--- config.mk ---
export PLATFORM = sky130hd
export DESIGN_NAME = wosc_outq
export DESIGN_NICKNAME = d
export VERILOG_FILES = /design/src/design/wosc_pkg.sv /design/src/design/wosc_outq.sv
export SDC_FILE = /design/constraint.sdc
export NUM_CORES = 1
export LEC_CHECK = 0
export BUFFER_PORTS_ARGS = -buffer_cell sky130_fd_sc_hd__buf_2
export CAP_MARGIN = 25
export CORE_MARGIN = 1.5
export CORE_UTILIZATION = 50
export CTS_CLUSTER_SIZE = 10
export DETAILED_ROUTE_END_ITERATION = 8
export PLACE_DENSITY = 0.73
export SYNTH_ARGS = -nofsm -noshare
export SYNTH_HDL_FRONTEND = slang
export SYNTH_SLANG_ARGS = --single-unit
export TNS_END_PERCENT = 100
--- constraint.sdc ---
create_clock -name clk -period 3.04 [get_ports clk]
set_input_delay 0.152 -clock clk [delete_from_list [all_inputs] [get_ports clk]]
set_output_delay 0.152 -clock clk [all_outputs]
set_load 0.02 [all_outputs]
--- src/design/wosc_pkg.sv ---
// Shared constants and types for the wavetable oscillator.
// Used by the front, back, output queue and top level. No dependencies.
package wosc_pkg;

	localparam int TABLE_SIZE_DEF = 1024;
	localparam int FRAC_BITS_DEF  = 16;

	localparam int CFG_W   = 24;
	localparam int ADDR_W  = 10;
	localparam int VALUE_W = 16;
	localparam int FREQ_W  = 15;
	localparam int GAIN_W  = 16;
	localparam int RAW_W   = FREQ_W + CFG_W;
	localparam int RAW_FRAC = 16;

	localparam logic [CFG_W-1:0] STEP_PER_HZ_RST = 24'd1398;

	localparam int QUEUE_DEPTH = 2;

	localparam logic CMD_LOAD   = 1'b0;
	localparam logic CMD_SAMPLE = 1'b1;

	typedef struct packed {
		logic is_load;
		logic last;
	} wosc_tag_t;

	typedef struct packed {
		logic signed [VALUE_W-1:0] sample;
		logic                      last;
	} wosc_res_t;

endpackage

--- src/design/wosc_outq.sv ---
// Result queue: a short FIFO of finished samples in front of the result
// ports, so the back end can finish a word while the consumer stalls.
// Depends on wosc_pkg.
module wosc_outq (
	input  logic                clk,
	input  logic                arst_n,
	input  logic                oq_push,
	output logic                oq_full,
	input  wosc_pkg::wosc_res_t res,
	output logic                empty,
	input  logic                pop,
	output wosc_pkg::wosc_res_t head
);

	localparam int QD  = wosc_pkg::QUEUE_DEPTH;
	localparam int QAW = (QD > 1) ? $clog2(QD) : 1;

	wosc_pkg::wosc_res_t data_q [QD];
	logic [QAW-1:0] wr_ptr_q;
	logic [QAW-1:0] rd_ptr_q;
	logic [QAW:0]   count_q;

	logic enq;
	logic deq;

	assign oq_full = (count_q == (QAW+1)'(QD));
	assign empty   = (count_q == '0);
	assign enq     = oq_push && !oq_full;
	assign deq     = pop && !empty;
	assign head    = data_q[rd_ptr_q];

	always_ff @(posedge clk or negedge arst_n) begin
		if (!arst_n) begin
			wr_ptr_q <= '0;
			rd_ptr_q <= '0;
			count_q  <= '0;
		end else begin
			if (enq) begin
				wr_ptr_q <= (wr_ptr_q == QAW'(QD-1)) ? '0 : wr_ptr_q + 1'b1;
			end
			if (deq) begin
				rd_ptr_q <= (rd_ptr_q == QAW'(QD-1)) ? '0 : rd_ptr_q + 1'b1;
			end
			if (enq && !deq) begin
				count_q <= count_q + 1'b1;
			end else if (deq && !enq) begin
				count_q <= count_q - 1'b1;
			end
		end
	end

	always_ff @(posedge clk) begin
		if (enq) begin
			data_q[wr_ptr_q] <= res;
		end
	end

endmodule

==> results.sh <==
export IMPL_worst_slew_pin_slew_ps=888
export IMPL_syn_inst=72
export IMPL_numCtsBuffers=5
export IMPL_period_share_pct=66.3
export IMPL_ys_seq_elements=38
export IMPL_critPathTopFamily="flip-flops"
export IMPL_internal_power_uw=1130
export IMPL_clock_latency_ps=340
export IMPL_max_slew_margin_pct=40.8
export IMPL_wl_per_cell_um=15.0
export IMPL_die_area_um2=3280
export IMPL_crit_arrival_ps=1860
export IMPL_grt_first_pass_wirelength_um=3800
export IMPL_vdd_drop_max_uv=771
export IMPL_crit_slowest_cell="dfrtp_1"
export IMPL_die_h_um=57.3
export IMPL_path_class="flip-flop to primary output"
export IMPL_ios=40
export IMPL_p_sw_uw=588
export IMPL_clk_pin_slew_worst_paths_ps=120
export IMPL_nNetsFinal=156
export IMPL_power_leakage_uw=0.000790
export IMPL_multiInputGateArea_um2=314
export IMPL_seq_power_share_pct=47.9
export IMPL_drcViolationCount=0
export IMPL_fmaxAchievable_ghz=0.496
export IMPL_hold_class="primary input to flip-flop"
export IMPL_num_antenna_cells=0
export IMPL_place_area_um2=1680
export IMPL_fillCellCount=194
export IMPL_clkSinkCount=38
export IMPL_finalClockSkew_ps=15.9
export IMPL_switching_share_pct=34.3
export IMPL_gp_congestion=0.600
export IMPL_yosysWarnings=0
export IMPL_setup_ws_ps=1030
export IMPL_cp_cell_sequence="mux2_2 > buf_2"
export IMPL_slew_viol_final=0
export IMPL_whs_ps=13.9
export IMPL_synth_area_per_cell_um2=20.5
export IMPL_fin_tns_setup_ps=0
export IMPL_hold_viol=0
export IMPL_cp_required_ps=2890
export IMPL_crit_path_start_kind="flip-flop"
export IMPL_path_buf_inv=1
export IMPL_place_ws_ps=1160
export IMPL_combPwrFrac_pct=36.1
export IMPL_final_cell_area_um2=1920
export IMPL_io_buffer_count=39
export IMPL_clock_power_share_pct=16.0
export IMPL_row_count=19
export IMPL_overflow=0
export IMPL_max_stage_delay_ps=940
export IMPL_viasPerCell=4.90
export IMPL_core_um2=2780
export IMPL_cts_buffer_depth=2
export IMPL_cts_root_buffer="clkbuf_4"
export IMPL_rsz0062_at_grt="no"
export IMPL_syn_area_um2=1470
export IMPL_power_total_uw=1720
export IMPL_h_tree_depth=2
export IMPL_postRouteAntennaNets=0
export IMPL_drive_gt1_share_pct=48.1
export IMPL_die_w_um=57.3
export IMPL_grt_antenna_before_repair=0
export IMPL_grt_usage_pct=16.3
export IMPL_routed_wl_um=2490
export IMPL_min_period_ps=2010
export IMPL_grt_max_degree=19
export IMPL_path_max_fanout=18
export IMPL_synth_fp_nets=94
export IMPL_ys_seq_area_share_pct=76.1
export IMPL_syn2layout_area_growth_pct=30.1
export IMPL_seq_area_um2=1120
export IMPL_timing_max_cap_violations=0
export IMPL_tritoncts="done"
export IMPL_num_vias=814
export IMPL_end_kind="primary output"
export IMPL_dp_hpwl_um=1490
export IMPL_status="finished, final reports clean"
export IMPL_synth_cell_types=15
export IMPL_p_per_area_nw_per_um2=895
export IMPL_drt_first_pass_iters=3
export IMPL_drt_initial_drc_count=21
export IMPL_start_util_pct=53.0
export IMPL_grt_pass1_vias=782
export IMPL_finalSetupViolCount=0
## cell type report
| type | count | share of cell area, % |
|---|---|---|
| Clock buffer | 6 | 2.67 |
| Clock inverter | 2 | 0.652 |
| Inverter | 2 | 0.391 |
| Multi-Input combinational cell | 30 | 16.4 |
| Sequential cell | 38 | 58.4 |
| Tap cell | 31 | 2.02 |
| Timing Repair Buffer | 57 | 19.4 |
## per-layer routing
layer  share of wire [%]  vias up  track usage, %  wire length, um
met4                 2.1        0            8.97               52
met2                  50       25            25.1             1240
met3                 4.3        8            4.76              107
li1                    -      394               -                -
met1                  44      387            20.9             1090
met5                   0        -               0                0
## cells in the final DEF, fill, tap and decap left out, types with 2 or more instances in the layout
cell type / netlist / layout
buf_2: 0 / 39
clkbuf_4: 0 / 5
dfrtp_1: 4 / 4
dlygate4sd3_1: 0 / 17
edfxtp_1: 34 / 34
inv_1: 2 / 2
mux2_2: 8 / 8
mux2_4: 9 / 9
nor2_1: 3 / 3
xnor2_1: 3 / 3
xor2_1: 2 / 2
## power groups by stage
stage / logic [uW] / clock network (uW) / registers, uW
after floorplan: 527 / 0 / 770
after global placement: 596 / 0 / 829
after detailed placement: 603 / 0 / 836
after CTS: 620 / 283 / 824
after global routing: 658 / 298 / 843
final: 619 / 275 / 823
## kinds of logic after synthesis
kind of cell / synth area share [%]
adder cells (fa/ha/maj): 0.849
multiplexers: 15.3
AND/OR/NAND/NOR: 1.87
AO/OA/AOI/OAI: 0.339
flip-flops: 76.1
buffers and inverters: 2.63
XOR/XNOR: 2.97
## state kept, by name, indices dropped and copies added (netlist names)
register  flops
data_q       34
rd_ptr_q      1
wr_ptr_q      1
count_q       2
## Yosys cell counts
cell | instances | area [um^2]
and3_1 | 1 | 6.26
buf_12 | 1 | 20.0
buf_6 | 1 | 11.3
dfrtp_1 | 4 | 100
edfxtp_1 | 34 | 1020
ha_1 | 1 | 12.5
inv_1 | 2 | 7.51
mux2_2 | 8 | 90.1
mux2_4 | 9 | 135
nand2_1 | 1 | 3.75
nand2b_1 | 1 | 6.26
nor2_1 | 3 | 11.3
o21ai_1 | 1 | 5.00
xnor2_1 | 3 | 26.3
xor2_1 | 2 | 17.5
## metrics by stage
step	util [%]	std cells
floorplan	-	72
global placement	60.5	141
detailed placement	60.5	141
CTS	68.2	164
global route	69.0	166
finish	69.0	166
## worst reg2reg max path: cells and delay by family (launching register included)
kind	cells	cell delay (ps)
flip-flops	1	450
buffers and inverters	1	320
AND/OR/NAND/NOR	3	880
## timing repair
| item | in CTS | in global routing |
|---|---|---|
| hold buffers | 15 | 2 |
| buffers inserted | 0 | 0 |
| hold endpoints to repair | 32 | 3 |
| resized for setup | 0 | 0 |
## final timing paths
check                            from            end  slack (ps)  depth (start not counted)
min                           res[13]  data_q[0][13]          10                          1
min in group asynchronous      arst_n       wr_ptr_q         120                          2
max                          rd_ptr_q        head[5]        1030                          2
min reg2reg                  wr_ptr_q       wr_ptr_q         510                          1
max in group asynchronous      arst_n     count_q[1]        2780                          2
max reg2reg                count_q[0]   data_q[0][6]        1090                          4
Note: power is estimated with default switching activity, not from simulation.
