--- config.mk ---
export PLATFORM = sky130hd
export DESIGN_NAME = wosc_front
export DESIGN_NICKNAME = d
export VERILOG_FILES = /design/src/design/wosc_pkg.sv /design/src/design/wosc_front.sv
export SDC_FILE = /design/constraint.sdc
export NUM_CORES = 1
export LEC_CHECK = 0
export BUFFER_PORTS_ARGS = -buffer_cell sky130_fd_sc_hd__buf_4
export CELL_PAD_IN_SITES_DETAIL_PLACEMENT = 1
export CELL_PAD_IN_SITES_GLOBAL_PLACEMENT = 2
export CORE_ASPECT_RATIO = 0.5
export CORE_MARGIN = 1
export CORE_UTILIZATION = 40
export DETAILED_ROUTE_END_ITERATION = 7
export PLACE_DENSITY_LB_ADDON = 0.3
export SYNTH_ARGS = -nofsm -noshare
export SYNTH_HDL_FRONTEND = slang
export SYNTH_SLANG_ARGS = --single-unit
--- constraint.sdc ---
create_clock -name clk -period 13.4 [get_ports clk]
set_input_delay 1.34 -clock clk [delete_from_list [all_inputs] [get_ports clk]]
set_output_delay 1.34 -clock clk [all_outputs]
set_load 0.05 [all_outputs]
--- src/design/wosc_pkg.sv ---
// Shared constants and types for the wavetable oscillator.
// Used by the front, back, output queue and top level. No dependencies.
package wosc_pkg;

	localparam int TABLE_SIZE_DEF = 1024;
	localparam int FRAC_BITS_DEF  = 16;

	localparam int CFG_W   = 24;
	localparam int ADDR_W  = 10;
	localparam int VALUE_W = 16;
	localparam int FREQ_W  = 15;
	localparam int GAIN_W  = 16;
	localparam int RAW_W   = FREQ_W + CFG_W;
	localparam int RAW_FRAC = 16;

	localparam logic [CFG_W-1:0] STEP_PER_HZ_RST = 24'd1398;

	localparam int QUEUE_DEPTH = 2;

	localparam logic CMD_LOAD   = 1'b0;
	localparam logic CMD_SAMPLE = 1'b1;

	typedef struct packed {
		logic is_load;
		logic last;
	} wosc_tag_t;

	typedef struct packed {
		logic signed [VALUE_W-1:0] sample;
		logic                      last;
	} wosc_res_t;

endpackage

--- src/design/wosc_front.sv ---
// Front end: holds the step register, accepts words, drops loads outside the
// table, forms the raw phase step and queues words for the back end.
// Depends on wosc_pkg.
module wosc_front #(
	parameter int TABLE_SIZE = wosc_pkg::TABLE_SIZE_DEF,
	parameter int AW         = $clog2(TABLE_SIZE)
) (
	input  logic                                clk,
	input  logic                                arst_n,
	input  logic                                cfg_wr_en,
	input  logic [wosc_pkg::CFG_W-1:0]          cfg_wr_data,
	input  logic                                push,
	output logic                                full,
	input  logic                                cmd,
	input  logic [wosc_pkg::ADDR_W-1:0]         table_addr,
	input  logic signed [wosc_pkg::VALUE_W-1:0] table_value,
	input  logic [wosc_pkg::FREQ_W-1:0]         frequency_hz,
	input  logic [wosc_pkg::GAIN_W-1:0]         gain,
	input  logic                                block_last,
	output logic                                fq_empty,
	input  logic                                fq_pop,
	output wosc_pkg::wosc_tag_t                 head_tag,
	output logic [AW-1:0]                       head_addr,
	output logic signed [wosc_pkg::VALUE_W-1:0] head_value,
	output logic [wosc_pkg::RAW_W-1:0]          head_raw,
	output logic [wosc_pkg::GAIN_W-1:0]         head_gain
);

	localparam int QD  = wosc_pkg::QUEUE_DEPTH;
	localparam int QAW = (QD > 1) ? $clog2(QD) : 1;

	logic [wosc_pkg::CFG_W-1:0] step_per_hz_q;

	wosc_pkg::wosc_tag_t               tag_q   [QD];
	logic [AW-1:0]                     addr_q  [QD];
	logic signed [wosc_pkg::VALUE_W-1:0] value_q [QD];
	logic [wosc_pkg::RAW_W-1:0]        raw_q   [QD];
	logic [wosc_pkg::GAIN_W-1:0]       gain_q  [QD];

	logic [QAW-1:0] wr_ptr_q;
	logic [QAW-1:0] rd_ptr_q;
	logic [QAW:0]   count_q;

	logic                       accept;
	logic                       addr_ok;
	logic                       enq;
	logic                       deq;
	logic [wosc_pkg::RAW_W-1:0] raw;
	wosc_pkg::wosc_tag_t        in_tag;

	assign full     = (count_q == (QAW+1)'(QD));
	assign fq_empty = (count_q == '0);
	assign accept   = push && !full;
	assign addr_ok  = (32'(table_addr) < TABLE_SIZE);
	assign enq      = accept && ((cmd == wosc_pkg::CMD_SAMPLE) || addr_ok);
	assign deq      = fq_pop && !fq_empty;

	assign raw = wosc_pkg::RAW_W'(frequency_hz) * wosc_pkg::RAW_W'(step_per_hz_q);

	always_comb begin
		in_tag.is_load = (cmd == wosc_pkg::CMD_LOAD);
		in_tag.last    = block_last;
	end

	assign head_tag   = tag_q[rd_ptr_q];
	assign head_addr  = addr_q[rd_ptr_q];
	assign head_value = value_q[rd_ptr_q];
	assign head_raw   = raw_q[rd_ptr_q];
	assign head_gain  = gain_q[rd_ptr_q];

	always_ff @(posedge clk or negedge arst_n) begin
		if (!arst_n) begin
			step_per_hz_q <= wosc_pkg::STEP_PER_HZ_RST;
		end else if (cfg_wr_en) begin
			step_per_hz_q <= cfg_wr_data;
		end
	end

	always_ff @(posedge clk or negedge arst_n) begin
		if (!arst_n) begin
			wr_ptr_q <= '0;
			rd_ptr_q <= '0;
			count_q  <= '0;
		end else begin
			if (enq) begin
				wr_ptr_q <= (wr_ptr_q == QAW'(QD-1)) ? '0 : wr_ptr_q + 1'b1;
			end
			if (deq) begin
				rd_ptr_q <= (rd_ptr_q == QAW'(QD-1)) ? '0 : rd_ptr_q + 1'b1;
			end
			if (enq && !deq) begin
				count_q <= count_q + 1'b1;
			end else if (deq && !enq) begin
				count_q <= count_q - 1'b1;
			end
		end
	end

	always_ff @(posedge clk) begin
		if (enq) begin
			tag_q[wr_ptr_q]   <= in_tag;
			addr_q[wr_ptr_q]  <= AW'(table_addr);
			value_q[wr_ptr_q] <= table_value;
			raw_q[wr_ptr_q]   <= raw;
			gain_q[wr_ptr_q]  <= gain;
		end
	end

endmodule

==> metrics.txt, run 1 <==
Core Box Area 45,760 um^2; fin area 21,220 um^2; 1st-iter DRT viols 588; relative max-transition margin 40.38%; die width 308.5 um; synthesized cell area 18,780 um^2; Sum Neg Setup Slack 0 ns; cell chosen for the clock root clkbuf_16; Total GRT Usage 21.55%; Detailed Place HPWL 37.49 mm; post-synthesis simple-gate area fraction 12.22%; worst r2r src step_per_hz_q[7]; PortBufs 172; router iterations before antenna repair 4; Synth Area in Adders 37.20%; CTS tree done; WHS 0.5243 ns; final cycle utilization of the critical path 51.52%; Initial Util 41.04%; syn nets 2,159; Worst EP arrival 7.13 ns; number of synthesized flops with an enable pin 166; Final min period 6.903 ns; I/O Pins 173; Synth Area in Compound Gates 4.370%; Die H 155.2 um; run status complete, no violations; mux cell area share after synthesis 6.468%; Placement Rows 55; Hold Path Origin count_q[1]; Slew @ Worst Pin 0.8943 ns; Hold Crit Class reg2reg; Setup Fix Bufs, Post-CTS 0; wire per inst 20.11 um; Ys Warns 0; CP max FO 24; Synth area leader fa_1; main combinational cell family by area after synthesis adder cells; post-synth top area share 30.27%; main flop type after synthesis edfxtp_1; antenna-violating nets left 0; routed wire length 49.11 mm; xor/xnor share of the synthesized area 1.772%; largest net degree at the start of global routing 65; Residual DRC 0; area of the multi-input gates 11,660 um^2; register area 5698 um^2; cells on worst reg2reg path 18; cells after synthesis 1,683; FF-to-FF End raw_q[0][20]; # H-tree levels 4; Hold Path Sink count_q[1]; initial antenna violation count 0; grt ovf 0; Area growth, synth to finish 12.97%; RSZ-0062 raised after global routing no; CTS Hold Bufs 0; DP Area 20,600 um^2; clk_lat worst skew 0.47 ns; PostCTS Resize Cnt 0; nature of the critical path endpoint register; ranking of synthesized cells by area fa_1 (30%), edfxtp_1 (27%), ha_1 (6.9%), mux2_2 (6.4%), and2_1 (6.3%); Setup-failing EPs final 0; count of final hold-check violations 0; share of layout cells above drive strength 1 18.52%; CP Launch Type input port; DR vias/cell 4.954; vias in the first global route 13,510; Sink Count 194; Clock transition at path regs 0.08 ns; FF+latch count, synth 194; final weighted congestion in routability-driven placement 0.8369; Avg Synthesized Cell Area 11.16 um^2; Filler cells 4,964; required time of the critical path 13.63 ns; max-capacitance violation count 0; Longest Clk Path Bufs 2; CTS buffer count 17; Final Max Slew Viols 0; R2R Setup Slk 6.79 ns; Setup Skew 0.02996 ns; Min-Delay Path Depth 1; Nets 2,277; vias post-DR 12,100; sequential area share after synthesis 30.32%; Distinct cells, synth 55; kind of critical path in2reg; die area 47,880 um^2; Post-synth ARST share 14.43%; first-pass GRT wire length 77.80 mm; Fmax 144.9 MHz
==> synth_stat cells, types with 13 or more instances <==
master / number
dfrtp_1: 21
xnor2_1: 22
mux2_2: 107
xor2_1: 16
fa_1: 284
edfxtp_1: 166
nand2_1: 212
and2_1: 190
a21oi_1: 24
ha_1: 104
clkbuf_1: 71
o21ai_0: 13
a21o_1: 19
inv_1: 304
nor2_1: 18
==> state kept, by name (all words and copies together), names as in the netlist <==
signal	count
rd_ptr_q	1
addr_q	20
raw_q	78
count_q	2
wr_ptr_q	1
tag_q	4
value_q	32
gain_q	32
step_per_hz_q	24
==> through the flow <==
step / cells / util (%) / setup WS (ns)
final: 2442 / 46.37 / 6.497
after global routing: 2441 / 46.36 / 6.225
after CTS: 2441 / 46.36 / 6.484
after detailed placement: 2409 / 45.01 / 6.009
after global placement: 2409 / 45.01 / 6.042
after floorplan: 1683 / - / 6.746
==> routing by layer <==
| layer | wire [um] | vias to the layer above | track usage, % | part of all wire [%] |
|---|---|---|---|---|
| met1 | 24700 | 6305 | 31.58 | 50 |
| met2 | 21560 | 220 | 33.57 | 44 |
| met3 | 2500 | 29 | 4.277 | 5.1 |
| met5 | 0 | - | 0 | 0 |
| met4 | 352 | 0 | 3.412 | 0.72 |
| li1 | - | 5544 | - | - |
==> area by class of cell <==
cell class	count	area share [%]
diodes	1	0.01179
clock buffers	17	2.005
clock inverters	15	0.9022
inverters	304	5.378
multi-input cells	1109	54.96
flip-flops and latches	194	26.85
well taps	627	3.697
repair buffers	175	6.191
==> critical path, stage by stage <==
cell	delay [ns]
buf_4	0.29
nand2_1	0.14
fa_1	0.61
fa_1	0.45
fa_1	0.56
inv_1	0.05
fa_1	0.49
fa_1	0.50
inv_1	0.05
fa_1	0.47
inv_1	0.04
ha_1	0.40
and4_1	0.27
nand3_1	0.08
a21oi_1	0.43
nor2_2	0.15
o21ai_1	0.30
a31oi_1	0.16
xnor2_1	0.33
==> cell usage in the layout (no fill, tap or decap), types with 5 or more instances in the layout <==
| master | n |
|---|---|
| nor3_1 | 5 |
| a211oi_1 | 5 |
| a31oi_1 | 12 |
| buf_4 | 175 |
| dfrtp_1 | 20 |
| o21ai_1 | 6 |
| nor2_1 | 17 |
| fa_1 | 284 |
| a21oi_1 | 24 |
| nand4_1 | 5 |
| and2_1 | 190 |
| xor2_1 | 16 |
| dfstp_2 | 7 |
| a21o_1 | 19 |
| xnor2_1 | 22 |
| nand2b_1 | 5 |
| inv_1 | 304 |
| edfxtp_1 | 166 |
| o21ai_0 | 13 |
| mux2_2 | 107 |
| ha_1 | 104 |
| clkbuf_16 | 17 |
| nand3_1 | 11 |
| nand2_1 | 212 |
==> logic make-up (layout without fill, tap and decap cells) <==
logic type | count (synthesis) | count (layout)
buffers and inverters | 380 | 511
xor gates and xnor gates | 38 | 38
and+or+nand+nor | 459 | 459
DFF | 194 | 194
adders and majority gates | 388 | 388
muxes | 108 | 108
AOI/OAI and AO/OA | 116 | 116
other | 0 | 1
==> worst max-delay path by stage <==
| stage | startpoint | to | slack (ns) | cells after the start |
|---|---|---|---|---|
| after floorplan | frequency_hz[6] | raw_q[0][38] | 6.75 | 20 |
| after global placement | frequency_hz[6] | raw_q[0][20] | 6.04 | 19 |
| after detailed placement | frequency_hz[6] | raw_q[1][20] | 6.01 | 19 |
| after CTS | frequency_hz[6] | raw_q[1][20] | 6.48 | 19 |
| after global routing | frequency_hz[6] | raw_q[0][20] | 6.23 | 19 |
| final | frequency_hz[6] | raw_q[0][20] | 6.50 | 19 |
Power of run 1 is left out: the tool's default activity adds up to more than one toggle a clock period on the data nets, which glitch-free logic cannot reach.
==> run 2: changes to the inputs <==
--- a/config.mk
+++ b/config.mk
@@ -5,12 +5,13 @@
 export SDC_FILE = /design/constraint.sdc
 export NUM_CORES = 1
 export LEC_CHECK = 0
+export ABC_AREA = 1
 export BUFFER_PORTS_ARGS = -buffer_cell sky130_fd_sc_hd__buf_4
 export CELL_PAD_IN_SITES_DETAIL_PLACEMENT = 1
 export CELL_PAD_IN_SITES_GLOBAL_PLACEMENT = 2
 export CORE_ASPECT_RATIO = 0.5
 export CORE_MARGIN = 1
-export CORE_UTILIZATION = 40
+export CORE_UTILIZATION = 38
 export DETAILED_ROUTE_END_ITERATION = 7
 export PLACE_DENSITY_LB_ADDON = 0.3
 export SYNTH_ARGS = -nofsm -noshare
==> constraint.sdc (replaced) <==
create_clock -name clk -period 6.7 [get_ports clk]
set_input_delay 0.67 -clock clk [delete_from_list [all_inputs] [get_ports clk]]
set_output_delay 0.67 -clock clk [all_outputs]
set_load 0.05 [all_outputs]
==> run 2 against run 1 <==
Effect of this change:
- cell area increased by 3.8%
- wire length increased by 13%
- setup slack worse by 5.9 ns
- sequential cell count did not move
- clock skew barely moved
- non-clock buffer count is 8 higher
- utilization decreased by 2.7 points
- area after synthesis is 3.7% higher
- critical endpoint is now raw_q[0][22]
==> metrics.txt, run 2 <==
grt ovf 0 (unchanged); Final min period 6.123 ns; routed wire length 55.27 mm (+13%); PostCTS Resize Cnt 0 (unchanged); crit-path most repeated cell fa_1; count of final hold-check violations 0 (unchanged); max reg flops 78 (unchanged); first-pass GRT wire length 87.73 mm (+13%); Setup Fix Bufs, Post-CTS 0 (unchanged); Sum Neg Setup Slack 0 ns (unchanged); die area 52,210 um^2 (+9.0%); Ys Warns 0 (unchanged); Hold Crit Class in2async; CTS Hold Bufs 0 (unchanged); final cycle utilization of the critical path 91.39%; final weighted congestion in routability-driven placement 0.8234 (-1.6%); Setup Skew 0.03029 ns (+0.0003292 ns); FF+latch count, synth 194 (unchanged); Total GRT Usage 22.07% (+0.52 points); CTS buffer count 17 (unchanged); Detailed Place HPWL 42.81 mm (+14%); PortBufs 172 (unchanged); Sink Count 194 (unchanged); clk_lat worst skew 0.47 ns (about the same); required time of the critical path 6.91 ns (-6.72 ns); DR vias/cell 4.653 (-6.1%); Post-synth ARST share 14.43% (unchanged); die width 322.1 um (+4.4%); ranking of synthesized cells by area fa_1 (29%), edfxtp_1 (26%), nand2_1 (15%), inv_1 (11%), ha_1 (6.7%); relative max-transition margin 35.31% (-5.1 points); CTS tree done; router iterations before antenna repair 5 (+1); syn nets 2,731 (+26%); sequential area share after synthesis 29.24% (-1.1 points); Placement Rows 58 (+5.5%); main flop type after synthesis edfxtp_1; CP Cell Sequence nand2_1 > fa_1 > fa_1 > inv_1 > fa_1 > fa_1 > fa_1 > inv_1 > fa_1 > inv_1 > ha_1 > nand2_1 > inv_1 > nand2_1 > nor2_1 > nand4_1 > nand3_2 > xor2_1; vias in the first global route 15,930 (+18%); top cell family by delay on the critical path adder cells; Clock transition at path regs 0.09 ns (about the same); kind of critical path reg2reg; post-synth top area share 29.20% (-1.1 points); CP Launch Type register; Initial Util 38.61% (-2.4 points); Filler cells 5,959 (+20%); Final Max Slew Viols 0 (unchanged); Synth area leader fa_1; Area growth, synth to finish 13.08% (about the same); buffer and inverter count on the worst path 4 (unchanged); # H-tree levels 4 (unchanged); # diodes 0 (-1); Nets 2,858 (+26%); largest net degree at the start of global routing 84 (+29%); most common cell after layout, fill and taps aside nand2_1; Longest Clk Path Bufs 2 (unchanged); Residual DRC 0 (unchanged); crit-path max cell delay 0.90 ns (+0.29 ns); top-count cell post-synth nand2_1; Worst EP arrival 6.33 ns (-0.80 ns); initial antenna violation count 0 (unchanged); Core Box Area 50,440 um^2 (+10%); Distinct cells, synth 31 (-44%); Die H 162.1 um (+4.4%); Avg Synthesized Cell Area 8.635 um^2 (-23%); Fmax 163.3 MHz; cell chosen for the clock root clkbuf_16; Setup-failing EPs final 0 (unchanged); CP max FO 16 (-33%); nature of the critical path endpoint register; 1st-iter DRT viols 723 (+23%); wire per inst 17.91 um (-11%); RSZ-0062 raised after global routing no; max-capacitance violation count 0 (unchanged); share of layout cells above drive strength 1 11.11% (-7.4 points); vias post-DR 14,350 (+19%); cells after synthesis 2,255 (+34%); largest reg by FF count raw_q; most frequent cells in the layout nand2_1 (804), inv_1 (574), fa_1 (284); I/O Pins 173 (unchanged); Post-synth top cells nand2_1 (804), inv_1 (575), fa_1 (284); antenna-violating nets left 0 (unchanged); synthesized cell area 19,470 um^2 (+3.7%); Largest regs raw_q (78), gain_q (32), value_q (32); Slowest cell on crit path dfrtp_1; run status complete, no violations; number of synthesized flops with an enable pin 166 (unchanged); Slew @ Worst Pin 0.9704 ns (+0.07608 ns)
[run 2: changes by cell type in the layout (fill, tap and decap cells not counted), sizes merged, moves of 43 or more]
cell,change
and2,-189
nor2,+43
inv,+272
nand2,+596
mux2,-83
[run 2: layout make-up]
type | count | area, um^2 | area share [%]
repair buffers | 183 | 1374 | 6.239
inverters | 578 | 2170 | 9.853
clock buffers | 18 | 439.2 | 1.994
well taps | 690 | 863.3 | 3.921
flip-flops and latches | 194 | 5695 | 25.87
clock inverters | 14 | 138.9 | 0.6307
multi-input cells | 1408 | 11340 | 51.50
[run 2: path summary, 6_finish.rpt]
check                             startpoint           endpoint  slack [ns]  depth (start not counted)
min reg2reg                         wr_ptr_q           wr_ptr_q        0.58                          2
max in group asynchronous             arst_n           rd_ptr_q        6.11                          1
min                                   arst_n  step_per_hz_q[15]        0.16                          1
max                        step_per_hz_q[13]       raw_q[0][22]        0.58                         18
max reg2reg                step_per_hz_q[13]       raw_q[0][22]        0.58                         18
min in group clk              table_value[1]      value_q[1][1]        0.40                          1
[run 2: kinds of logic after synthesis]
kind of cell / synth area share [%]
flops: 29.24
fa+ha+maj: 35.88
compound gates: 1.754
simple gates: 18.06
xor+xnor: 1.079
buf+inv: 12.60
mux: 1.388
[run 2: per-stage QoR]
stage / utilization [%] / worst slack [ns] / instance area (um^2) / hold slack, ns / cells
floorplan: - / 1.162 / 19470 / 0.3744 / 2255
global placement: 42.51 / 0.5015 / 21440 / 0.5605 / 3053
detailed placement: 42.51 / 0.4695 / 21440 / 0.5684 / 3053
CTS: 43.66 / 0.5175 / 22020 / 0.1618 / 3085
global route: 43.66 / 0.2870 / 22020 / 0.1687 / 3085
finish: 43.66 / 0.5771 / 22020 / 0.1587 / 3085
[run 2: routing by layer]
layer | GRT usage, % | vias up | share of wire, %
li1 | - | 6803 | -
met1 | 31.30 | 7283 | 49
met4 | 3.615 | 0 | 1.0
met3 | 3.479 | 42 | 4.0
met5 | 0 | - | 0
met2 | 36.21 | 225 | 46
Power of run 2 is left out for the same reason.
